### src/rtl/hsv_pkg.sv
// Types and constants of the HSV to RGB converter.
package hsv_pkg;

    localparam int HUE_W   = 16;
    localparam int SV_W    = 9;
    localparam int CHAN_W  = 8;
    localparam int U_W     = 17;   // offset hue, always positive
    localparam int Q_W     = 8;    // estimated quotient of hue by 360
    localparam int DEG_W   = 9;    // hue in 0..359
    localparam int REM_W   = 6;    // remainder in 0..59
    localparam int A_W     = 14;   // factors of the form 15360 - s*x
    localparam int N_W     = 22;   // component numerators
    localparam int STAGES  = 6;

    // 360 * 92: moves every 16-bit signed hue to a positive value.
    localparam logic [U_W-1:0] HUE_OFFSET  = U_W'(33120);
    // floor(2^20 / 360); the estimate is at most one below the true quotient.
    localparam logic [11:0]    RECIP_360   = 12'd2912;
    localparam int             RECIP_SHIFT = 20;
    localparam logic [DEG_W-1:0] DEG_FULL  = DEG_W'(360);
    localparam logic [REM_W-1:0] DEG_SECTOR = REM_W'(60);
    localparam logic [SV_W-1:0]  SV_ONE    = SV_W'(256);
    localparam logic [A_W-1:0]   ONE_Q     = A_W'(15360);
    // x*255 / (15 * 2^18) equals x*17 / 2^18.
    localparam logic [4:0]       CHAN_MUL  = 5'd17;
    localparam int               CHAN_SHIFT = 18;

    typedef enum logic [2:0] {
        SEC_RED_YEL = 3'd0,
        SEC_YEL_GRN = 3'd1,
        SEC_GRN_CYN = 3'd2,
        SEC_CYN_BLU = 3'd3,
        SEC_BLU_MAG = 3'd4,
        SEC_MAG_RED = 3'd5
    } t_sector;

    typedef struct packed {
        logic ld1;
        logic ld2;
        logic ld3;
    } t_hue_ctl;

endpackage

### src/rtl/hsv_if.sv
// Valid/ready channels for HSV items in and RGB items out.
interface hsv_in_if;
    import hsv_pkg::*;
    logic                     valid;
    logic                     ready;
    logic signed [HUE_W-1:0]  hue_deg;
    logic        [SV_W-1:0]   saturation;
    logic        [SV_W-1:0]   brightness;

    modport source (output valid, hue_deg, saturation, brightness, input ready);
    modport sink   (input valid, hue_deg, saturation, brightness, output ready);
endinterface

interface hsv_out_if;
    import hsv_pkg::*;
    logic              valid;
    logic              ready;
    logic [CHAN_W-1:0] red;
    logic [CHAN_W-1:0] green;
    logic [CHAN_W-1:0] blue;

    modport source (output valid, red, green, blue, input ready);
    modport sink   (input valid, red, green, blue, output ready);
endinterface

### src/rtl/hsv_to_rgb_converter.sv
// Top level of the pipelined HSV to RGB converter.
//
//   channel  | dir | payload                               | handshake
//   i_pix    | in  | hue_deg s16, saturation u9, brightness u9 | valid/ready
//   o_pix    | out | red u8, green u8, blue u8             | valid/ready
//
// Six register stages: hue offset and quotient estimate, modulo 360, sector,
// the p/q/t factors, the component numerators, and the channel output register.
// One item per cycle is taken while the output is not stalled.
// Each stage has its own valid bit and takes a new item whenever it is empty
// or its content moves on, so bubbles close up while the output is stalled.
// Reset clears the valid bits only.
module hsv_to_rgb_converter
    import hsv_pkg::*;
(
    input  logic      i_clk,
    input  logic      i_rst_n,
    hsv_in_if.sink    i_pix,
    hsv_out_if.source o_pix
);

    logic [STAGES-1:0] r_vld, n_vld;
    logic [STAGES-1:0] w_rdy;
    logic [STAGES-1:0] w_ld;
    t_hue_ctl          w_hue_ctl;

    logic [SV_W-1:0]   w_s_clamp, w_v_clamp;
    logic [SV_W-1:0]   r_s1, r_s2, r_s3;
    logic [SV_W-1:0]   r_v1, r_v2, r_v3, r_v4;

    t_sector           w_sector;
    logic [REM_W-1:0]  w_rem;
    t_sector           r_sec4, r_sec5;
    logic [A_W-1:0]    r_ap, r_aq, r_at, n_ap, n_aq, n_at;
    logic [N_W-1:0]    r_nv, r_np, r_nq, r_nt, n_nv, n_np, n_nq, n_nt;
    logic [CHAN_W-1:0] w_cv, w_cp, w_cq, w_ct;
    logic [CHAN_W-1:0] r_red, r_green, r_blue, n_red, n_green, n_blue;

    // Stage ready ripples back from the output; a stage loads when it can
    // take an item and the stage before it holds one.
    always_comb begin
        w_rdy[STAGES-1] = !r_vld[STAGES-1] || o_pix.ready;
        for (int k = STAGES - 2; k >= 0; k--) begin
            w_rdy[k] = !r_vld[k] || w_rdy[k+1];
        end
        w_ld[0] = w_rdy[0] && i_pix.valid;
        n_vld[0] = w_rdy[0] ? i_pix.valid : r_vld[0];
        for (int k = 1; k < STAGES; k++) begin
            w_ld[k]  = w_rdy[k] && r_vld[k-1];
            n_vld[k] = w_rdy[k] ? r_vld[k-1] : r_vld[k];
        end
    end

    always_ff @(posedge i_clk) begin
        if (!i_rst_n) begin
            r_vld <= '0;
        end else begin
            r_vld <= n_vld;
        end
    end

    assign w_hue_ctl = '{ld1: w_ld[0], ld2: w_ld[1], ld3: w_ld[2]};

    hsv_hue_unit u_hue (
        .i_clk     (i_clk),
        .i_ctl     (w_hue_ctl),
        .i_hue_deg (i_pix.hue_deg),
        .o_sector  (w_sector),
        .o_rem     (w_rem)
    );

    assign w_s_clamp = (i_pix.saturation > SV_ONE) ? SV_ONE : i_pix.saturation;
    assign w_v_clamp = (i_pix.brightness > SV_ONE) ? SV_ONE : i_pix.brightness;

    // Stage 4 factors: p is (1-s)*60, q is 15360 - s*r, t is 15360 - s*(60-r).
    always_comb begin
        n_ap = A_W'((SV_ONE - r_s3) * A_W'(DEG_SECTOR));
        n_aq = ONE_Q - A_W'(r_s3 * A_W'(w_rem));
        n_at = ONE_Q - A_W'(r_s3 * A_W'(DEG_SECTOR - w_rem));
    end

    // Stage 5 numerators over the common denominator 256 * 15360.
    always_comb begin
        n_nv = N_W'(r_v4 * N_W'(ONE_Q));
        n_np = N_W'(r_v4 * N_W'(r_ap));
        n_nq = N_W'(r_v4 * N_W'(r_aq));
        n_nt = N_W'(r_v4 * N_W'(r_at));
    end

    // Stage 6: scale to 0..255 and order the channels by sector.
    always_comb begin
        w_cv = CHAN_W'(((N_W+5)'(r_nv) * (N_W+5)'(CHAN_MUL)) >> CHAN_SHIFT);
        w_cp = CHAN_W'(((N_W+5)'(r_np) * (N_W+5)'(CHAN_MUL)) >> CHAN_SHIFT);
        w_cq = CHAN_W'(((N_W+5)'(r_nq) * (N_W+5)'(CHAN_MUL)) >> CHAN_SHIFT);
        w_ct = CHAN_W'(((N_W+5)'(r_nt) * (N_W+5)'(CHAN_MUL)) >> CHAN_SHIFT);
        case (r_sec5)
            SEC_YEL_GRN: begin
                n_red = w_cq; n_green = w_cv; n_blue = w_cp;
            end
            SEC_GRN_CYN: begin
                n_red = w_cp; n_green = w_cv; n_blue = w_ct;
            end
            SEC_CYN_BLU: begin
                n_red = w_cp; n_green = w_cq; n_blue = w_cv;
            end
            SEC_BLU_MAG: begin
                n_red = w_ct; n_green = w_cp; n_blue = w_cv;
            end
            SEC_MAG_RED: begin
                n_red = w_cv; n_green = w_cp; n_blue = w_cq;
            end
            default: begin
                n_red = w_cv; n_green = w_ct; n_blue = w_cp;
            end
        endcase
    end

    always_ff @(posedge i_clk) begin
        if (w_ld[0]) begin
            r_s1 <= w_s_clamp;
            r_v1 <= w_v_clamp;
        end
        if (w_ld[1]) begin
            r_s2 <= r_s1;
            r_v2 <= r_v1;
        end
        if (w_ld[2]) begin
            r_s3 <= r_s2;
            r_v3 <= r_v2;
        end
        if (w_ld[3]) begin
            r_ap   <= n_ap;
            r_aq   <= n_aq;
            r_at   <= n_at;
            r_sec4 <= w_sector;
            r_v4   <= r_v3;
        end
        if (w_ld[4]) begin
            r_nv   <= n_nv;
            r_np   <= n_np;
            r_nq   <= n_nq;
            r_nt   <= n_nt;
            r_sec5 <= r_sec4;
        end
        if (w_ld[5]) begin
            r_red   <= n_red;
            r_green <= n_green;
            r_blue  <= n_blue;
        end
    end

    assign i_pix.ready = w_rdy[0];
    assign o_pix.valid = r_vld[STAGES-1];
    assign o_pix.red   = r_red;
    assign o_pix.green = r_green;
    assign o_pix.blue  = r_blue;

endmodule

### src/rtl/hsv_hue_unit.sv
// Three-stage hue reduction: modulo 360, then sector and remainder.
module hsv_hue_unit
    import hsv_pkg::*;
(
    input  logic                    i_clk,
    input  t_hue_ctl                i_ctl,
    input  logic signed [HUE_W-1:0] i_hue_deg,
    output t_sector                 o_sector,
    output logic [REM_W-1:0]        o_rem
);

    logic [U_W-1:0]   r_u, n_u;
    logic [Q_W-1:0]   r_q0, n_q0;
    logic [DEG_W-1:0] r_deg, n_deg;
    t_sector          r_sector, n_sector;
    logic [REM_W-1:0] r_rem, n_rem;

    logic [U_W+11:0]  w_prod;
    logic [DEG_W:0]   w_deg0;
    logic [DEG_W-1:0] w_base;

    // Stage 1: positive offset and reciprocal estimate of the quotient.
    always_comb begin
        n_u    = {i_hue_deg[HUE_W-1], i_hue_deg} + HUE_OFFSET;
        w_prod = (U_W+12)'(n_u) * (U_W+12)'(RECIP_360);
        n_q0   = w_prod[RECIP_SHIFT +: Q_W];
    end

    // Stage 2: remainder is below 720, so one correction step finishes it.
    always_comb begin
        w_deg0 = (DEG_W+1)'(r_u - U_W'(r_q0 * U_W'(DEG_FULL)));
        if (w_deg0 >= (DEG_W+1)'(DEG_FULL)) begin
            n_deg = DEG_W'(w_deg0 - (DEG_W+1)'(DEG_FULL));
        end else begin
            n_deg = DEG_W'(w_deg0);
        end
    end

    // Stage 3: sector by comparison against multiples of 60.
    always_comb begin
        if (r_deg >= DEG_W'(300)) begin
            n_sector = SEC_MAG_RED;
            w_base   = DEG_W'(300);
        end else if (r_deg >= DEG_W'(240)) begin
            n_sector = SEC_BLU_MAG;
            w_base   = DEG_W'(240);
        end else if (r_deg >= DEG_W'(180)) begin
            n_sector = SEC_CYN_BLU;
            w_base   = DEG_W'(180);
        end else if (r_deg >= DEG_W'(120)) begin
            n_sector = SEC_GRN_CYN;
            w_base   = DEG_W'(120);
        end else if (r_deg >= DEG_W'(DEG_SECTOR)) begin
            n_sector = SEC_YEL_GRN;
            w_base   = DEG_W'(DEG_SECTOR);
        end else begin
            n_sector = SEC_RED_YEL;
            w_base   = '0;
        end
        n_rem = REM_W'(r_deg - w_base);
    end

    always_ff @(posedge i_clk) begin
        if (i_ctl.ld1) begin
            r_u  <= n_u;
            r_q0 <= n_q0;
        end
        if (i_ctl.ld2) begin
            r_deg <= n_deg;
        end
        if (i_ctl.ld3) begin
            r_sector <= n_sector;
            r_rem    <= n_rem;
        end
    end

    assign o_sector = r_sector;
    assign o_rem    = r_rem;

endmodule

### src/flat_wrapper.sv
// flat-port wrapper written by rule: the top's interface ports become plain ports
module hsv_to_rgb_converter_flat import hsv_pkg::*;
  (i_clk, i_rst_n, i_pix_valid, i_pix_hue_deg, i_pix_saturation, i_pix_brightness, i_pix_ready, o_pix_valid, o_pix_red, o_pix_green, o_pix_blue, o_pix_ready);
  hsv_in_if i_pix_i ();
  hsv_out_if o_pix_i ();
  input  logic i_clk;
  input  logic i_rst_n;
  input wire logic [$bits(i_pix_i.valid)-1:0] i_pix_valid;
  input wire logic [$bits(i_pix_i.hue_deg)-1:0] i_pix_hue_deg;
  input wire logic [$bits(i_pix_i.saturation)-1:0] i_pix_saturation;
  input wire logic [$bits(i_pix_i.brightness)-1:0] i_pix_brightness;
  output wire logic [$bits(i_pix_i.ready)-1:0] i_pix_ready;
  output wire logic [$bits(o_pix_i.valid)-1:0] o_pix_valid;
  output wire logic [$bits(o_pix_i.red)-1:0] o_pix_red;
  output wire logic [$bits(o_pix_i.green)-1:0] o_pix_green;
  output wire logic [$bits(o_pix_i.blue)-1:0] o_pix_blue;
  input wire logic [$bits(o_pix_i.ready)-1:0] o_pix_ready;
  assign i_pix_i.valid = i_pix_valid;
  assign i_pix_i.hue_deg = i_pix_hue_deg;
  assign i_pix_i.saturation = i_pix_saturation;
  assign i_pix_i.brightness = i_pix_brightness;
  assign i_pix_ready = i_pix_i.ready;
  assign o_pix_valid = o_pix_i.valid;
  assign o_pix_red = o_pix_i.red;
  assign o_pix_green = o_pix_i.green;
  assign o_pix_blue = o_pix_i.blue;
  assign o_pix_i.ready = o_pix_ready;
  hsv_to_rgb_converter u_core (.i_clk(i_clk), .i_rst_n(i_rst_n), .i_pix(i_pix_i), .o_pix(o_pix_i));
endmodule
### config.mk
export PLATFORM = sky130hd
export DESIGN_NAME = hsv_to_rgb_converter_flat
export DESIGN_NICKNAME = d
export VERILOG_FILES = /design/src/rtl/hsv_pkg.sv /design/src/rtl/hsv_if.sv /design/src/rtl/hsv_to_rgb_converter.sv /design/src/rtl/hsv_hue_unit.sv /design/src/flat_wrapper.sv
export SDC_FILE = /design/constraint.sdc
export NUM_CORES = 2
export LEC_CHECK = 0
export CORE_MARGIN = 1
export CORE_UTILIZATION = 67
export DETAILED_ROUTE_END_ITERATION = 8
export DONT_BUFFER_PORTS = 1
export PLACE_DENSITY = 0.85
export SLEW_MARGIN = 20
export SYNTH_ARGS = -nofsm -noshare
export SYNTH_HDL_FRONTEND = slang
export SYNTH_SLANG_ARGS = --single-unit
### constraint.sdc
create_clock -name i_clk -period 7.7 [get_ports i_clk]
set_input_delay 0.385 -clock i_clk [delete_from_list [all_inputs] [get_ports i_clk]]
set_output_delay 0.385 -clock i_clk [all_outputs]
set_load 0.1 [all_outputs]
==> impl_metrics.json <==
{
  "outcome": "completed",
  "utilization_pct": 72.44,
  "portBuffers": 0,
  "setup_tns_ns": 0,
  "cp_slowest_cell": "edfxtp_1",
  "drv_slew": 0,
  "critPathMaxFanout": 27,
  "grtUsageTotal_pct": 29.16,
  "syn-instance-count": 3078,
  "synth_top_flop_cell": "edfxtp_1",
  "hold_class": "in -> reg",
  "syn_area_um2": 30650,
  "rsz0062_at_grt": "false",
  "max_stage_delay_ns": 0.78,
  "first_pass_iters": 6,
  "sw_frac_of_total_pct": 47.21,
  "drtIter0Drc": 1534,
  "crit_path_cell_trace": "buf_4 -> and2_1 -> fa_1 -> inv_1 -> fa_1 -> fa_1 -> fa_1 -> inv_1 -> ha_1 -> o21ai_0 -> a21boi_0 -> o21a_1 -> a21oi_1 -> o21ai_0 -> a41o_1 -> o41ai_2 -> mux2i_1 -> a2111o_1",
  "root_buffer": "clkbuf_16",
  "synth_compound_area_share_pct": 7.341,
  "fin_crit_ns": 6.069,
  "die_y_um": 215.9,
  "critPathLaunchType": "flip-flop",
  "pwr_density_cell_nw_per_um2": 462.6,
  "stdcell_count": 3657,
  "worstSkewPairLatency_ns": 0.60,
  "vias_per_cell": 5.783,
  "drive_gt1_share_pct": 2.936,
  "placeableCoreArea_um2": 44700,
  "critPathKind": "reg -> reg",
  "synth.area.mux_share_pct": 0.4695,
  "htreeDepth": 1,
  "grt_pass1_vias": 23210,
  "crit_arrival_ns": 6.42,
  "cts.sinks": 248,
  "clock_path_buffers": 3,
  "start_util_pct": 68.56,
  "synth_edf_count": 242,
  "detail-route-antenna-nets": 0,
  "ys_ff_latch": 248,
  "dp_hpwl_mm": 51.22,
  "die_w_um": 215.9,
  "final_cell_mix": "603 x inv_1, 395 x ha_1, 389 x fa_1",
  "skew_ns": 0.03481,
  "wirelength_mm": 65.29,
  "min_path_cells": 2,
  "crit_buf_inv": 3,
  "synthAdderAreaFrac_pct": 41.54,
  "clk_pin_slew_ns": 0.06,
  "cap_violations": 0,
  "post_cts_buffers": 0,
  "synthSimpleGateAreaFrac_pct": 12.77,
  "nets": 3864,
  "n_antenna_cell": 0,
  "yosys_warnings": 0,
  "slew_headroom_pct": 30.13,
  "cp.required_ns": 8.05,
  "synth.distinct_cells": 69,
  "antenna_found_initial": 0,
  "worstMarginPinSlew_ns": 1.045,
  "clock.fmax_mhz": 164.8,
  "ir_drop_mv": 0.4891,
  "setup_viol": 0,
  "crit_family": "adder cells",
  "power_frac_clock_pct": 9.5,
  "async_flop_share_pct": 0,
  "rows": 77,
  "p_sw_w": 0.007072,
  "cts_tree": "built",
  "pre_cts_ws_ns": 1.642,
  "cts-buffers-inserted": 29,
  "synth_top_family_by_area": "adder cells",
  "end_kind": "flip-flop",
  "grt_pass1_wl_mm": 109.8,
  "num_io_pins": 64,
  "synth_area_per_cell_um2": 9.957,
  "drc": 0,
  "vias": 21150,
  "design.die.area_um2": 46600,
  "cp.depth": 18,
  "power_frac_seq_pct": 17.0,
  "yosys.area_share.xor_xnor_pct": 5.116,
  "internal_power_w": 0.007907,
  "layout_commonest_cell": "inv_1",
  "setup_slack_ns": 1.631,
  "wire_per_inst_um": 17.85,
  "area_delta_synth_final_pct": 5.667,
  "grt_overflow": 0,
  "reg2regPathDepth": 18,
  "ys_seq_area_share_pct": 24.10,
  "p_leak_nw": 15.29,
  "timing.critical_path.mode_cell": "fa_1",
  "syn_nets": 3900,
  "hold_viol": 0,
  "post-place-cells": 3583,
  "combPwrFrac_pct": 73.5,
  "grt_max_degree": 79,
  "period_share_pct": 78.82,
  "gp_congestion": 0.9392
}
per-layer routing:
layer	up-vias	wire, um	track usage [%]
met5	-	0	0
met4	0	3005	13.62
met3	193	3515	3.693
met2	787	33530	52.83
met1	10390	25240	34.29
li1	9781	-	-
synth_stat cells (all sizes together), types with 4 or more instances:
| library cell | count | share of area (%) |
|---|---|---|
| a211o | 5 | 0.14 |
| xnor2 | 129 | 3.7 |
| xor2 | 50 | 1.4 |
| nor3 | 30 | 0.49 |
| o21ai | 80 | 1.3 |
| fa | 389 | 25 |
| nand2 | 327 | 4.0 |
| o21a | 14 | 0.34 |
| dfxtp | 6 | 0.39 |
| o41ai | 4 | 0.14 |
| o311ai | 7 | 0.20 |
| clkbuf | 102 | 1.2 |
| a311o | 4 | 0.13 |
| a21o | 25 | 0.61 |
| inv | 604 | 7.4 |
| ha | 395 | 16 |
| a211oi | 11 | 0.29 |
| a21oi | 90 | 1.5 |
| nand3 | 29 | 0.47 |
| mux2i | 11 | 0.36 |
| a21boi | 11 | 0.27 |
| a22oi | 5 | 0.12 |
| nor2b | 31 | 0.63 |
| o31ai | 5 | 0.12 |
| and3 | 16 | 0.33 |
| or3 | 6 | 0.14 |
| a31oi | 12 | 0.24 |
| nor2 | 95 | 1.2 |
| nand2b | 13 | 0.27 |
| o211ai | 12 | 0.29 |
| and2 | 229 | 4.7 |
| o21bai | 23 | 0.56 |
| edfxtp | 242 | 24 |
| or2 | 4 | 0.082 |
| o2111ai | 5 | 0.14 |
| nand4 | 10 | 0.20 |
final timing paths:
kind	from	to	slack, ns
setup / recovery	u_core.r_v4[8]	u_core.r_nt[21]	1.63
hold / removal	i_pix_valid	u_core.r_vld[0]	0.01
setup reg to reg	u_core.r_v4[8]	u_core.r_nt[21]	1.63
hold reg to reg	u_core.r_s1[5]	u_core.r_s2[5]	0.41
kinds of logic after synthesis:
kind of cell             count (synthesis)
buffers and inverters                  707
multiplexers                            14
AND/OR/NAND/NOR                        802
adder cells (fa/ha/maj)                784
flip-flops                             248
XOR/XNOR                               179
AO/OA/AOI/OAI                          344
area by class of cell:
type                            instances  area [um^2]
Sequential cell                       248         7387
Multi-Input combinational cell       2123        20650
Clock buffer                           30        729.5
Timing Repair Buffer                   36        342.8
Tap cell                              592        740.7
Inverter                              604         2267
Clock inverter                         24        267.8
Fill cell                            2964        12320
metrics by stage:
step / power, W / area [um^2] / hold slack (ns)
6_report: 0.01498 / 32380 / 0.01071
5_1_grt: 0.01645 / 32380 / 0.02253
4_1_cts: 0.01490 / 32340 / 0.0009391
3_5_place_dp: 0.01335 / 31160 / 0.4045
3_3_place_gp: 0.01267 / 31160 / 0.4009
2_1_floorplan: 0.01084 / 30650 / 0.4003
worst register-to-register path, stage by stage, from the launching register on:
cell and delay, ns:
edfxtp_1 0.78, buf_4 0.42, and2_1 0.20, fa_1 0.41, inv_1 0.08, fa_1 0.43, fa_1 0.52, fa_1 0.54
inv_1 0.04, ha_1 0.33, o21ai_0 0.27, a21boi_0 0.17, o21a_1 0.13, a21oi_1 0.21, o21ai_0 0.16, a41o_1 0.29
o41ai_2 0.32, mux2i_1 0.13, a2111o_1 0.38
power groups by stage:
stage | Clock (W) | Combinational, W | Sequential, W
final | 0.00143 | 0.0110 | 0.00254
after global routing | 0.00149 | 0.0124 | 0.00256
after CTS | 0.00145 | 0.0109 | 0.00253
after detailed placement | 0 | 0.0108 | 0.00256
after global placement | 0 | 0.0101 | 0.00255
after floorplan | 0 | 0.00843 | 0.00241
sequential cells by signal, summed over array words and instances (netlist names), 9 cells and up:
signal and cells:
u_core.r_aq 13, u_core.r_v2 9, u_core.r_np 20, u_core.r_v4 9, u_core.r_s3 9, u_core.r_nv 12, u_core.r_nq 21, u_core.r_s1 9
u_core.r_at 14, u_core.r_v3 9, u_core.u_hue.r_deg 9, u_core.r_nt 22, u_core.r_v1 9, u_core.r_s2 9, u_core.u_hue.r_u 10, u_core.r_ap 12
timing repair:
item / CTS / global route
endpoints found under the hold margin: 30 / 0
hold buffers: 18 / 0
gates resized for setup: 0 / 0
No activity file was read; power rests on OpenSTA's default activity.
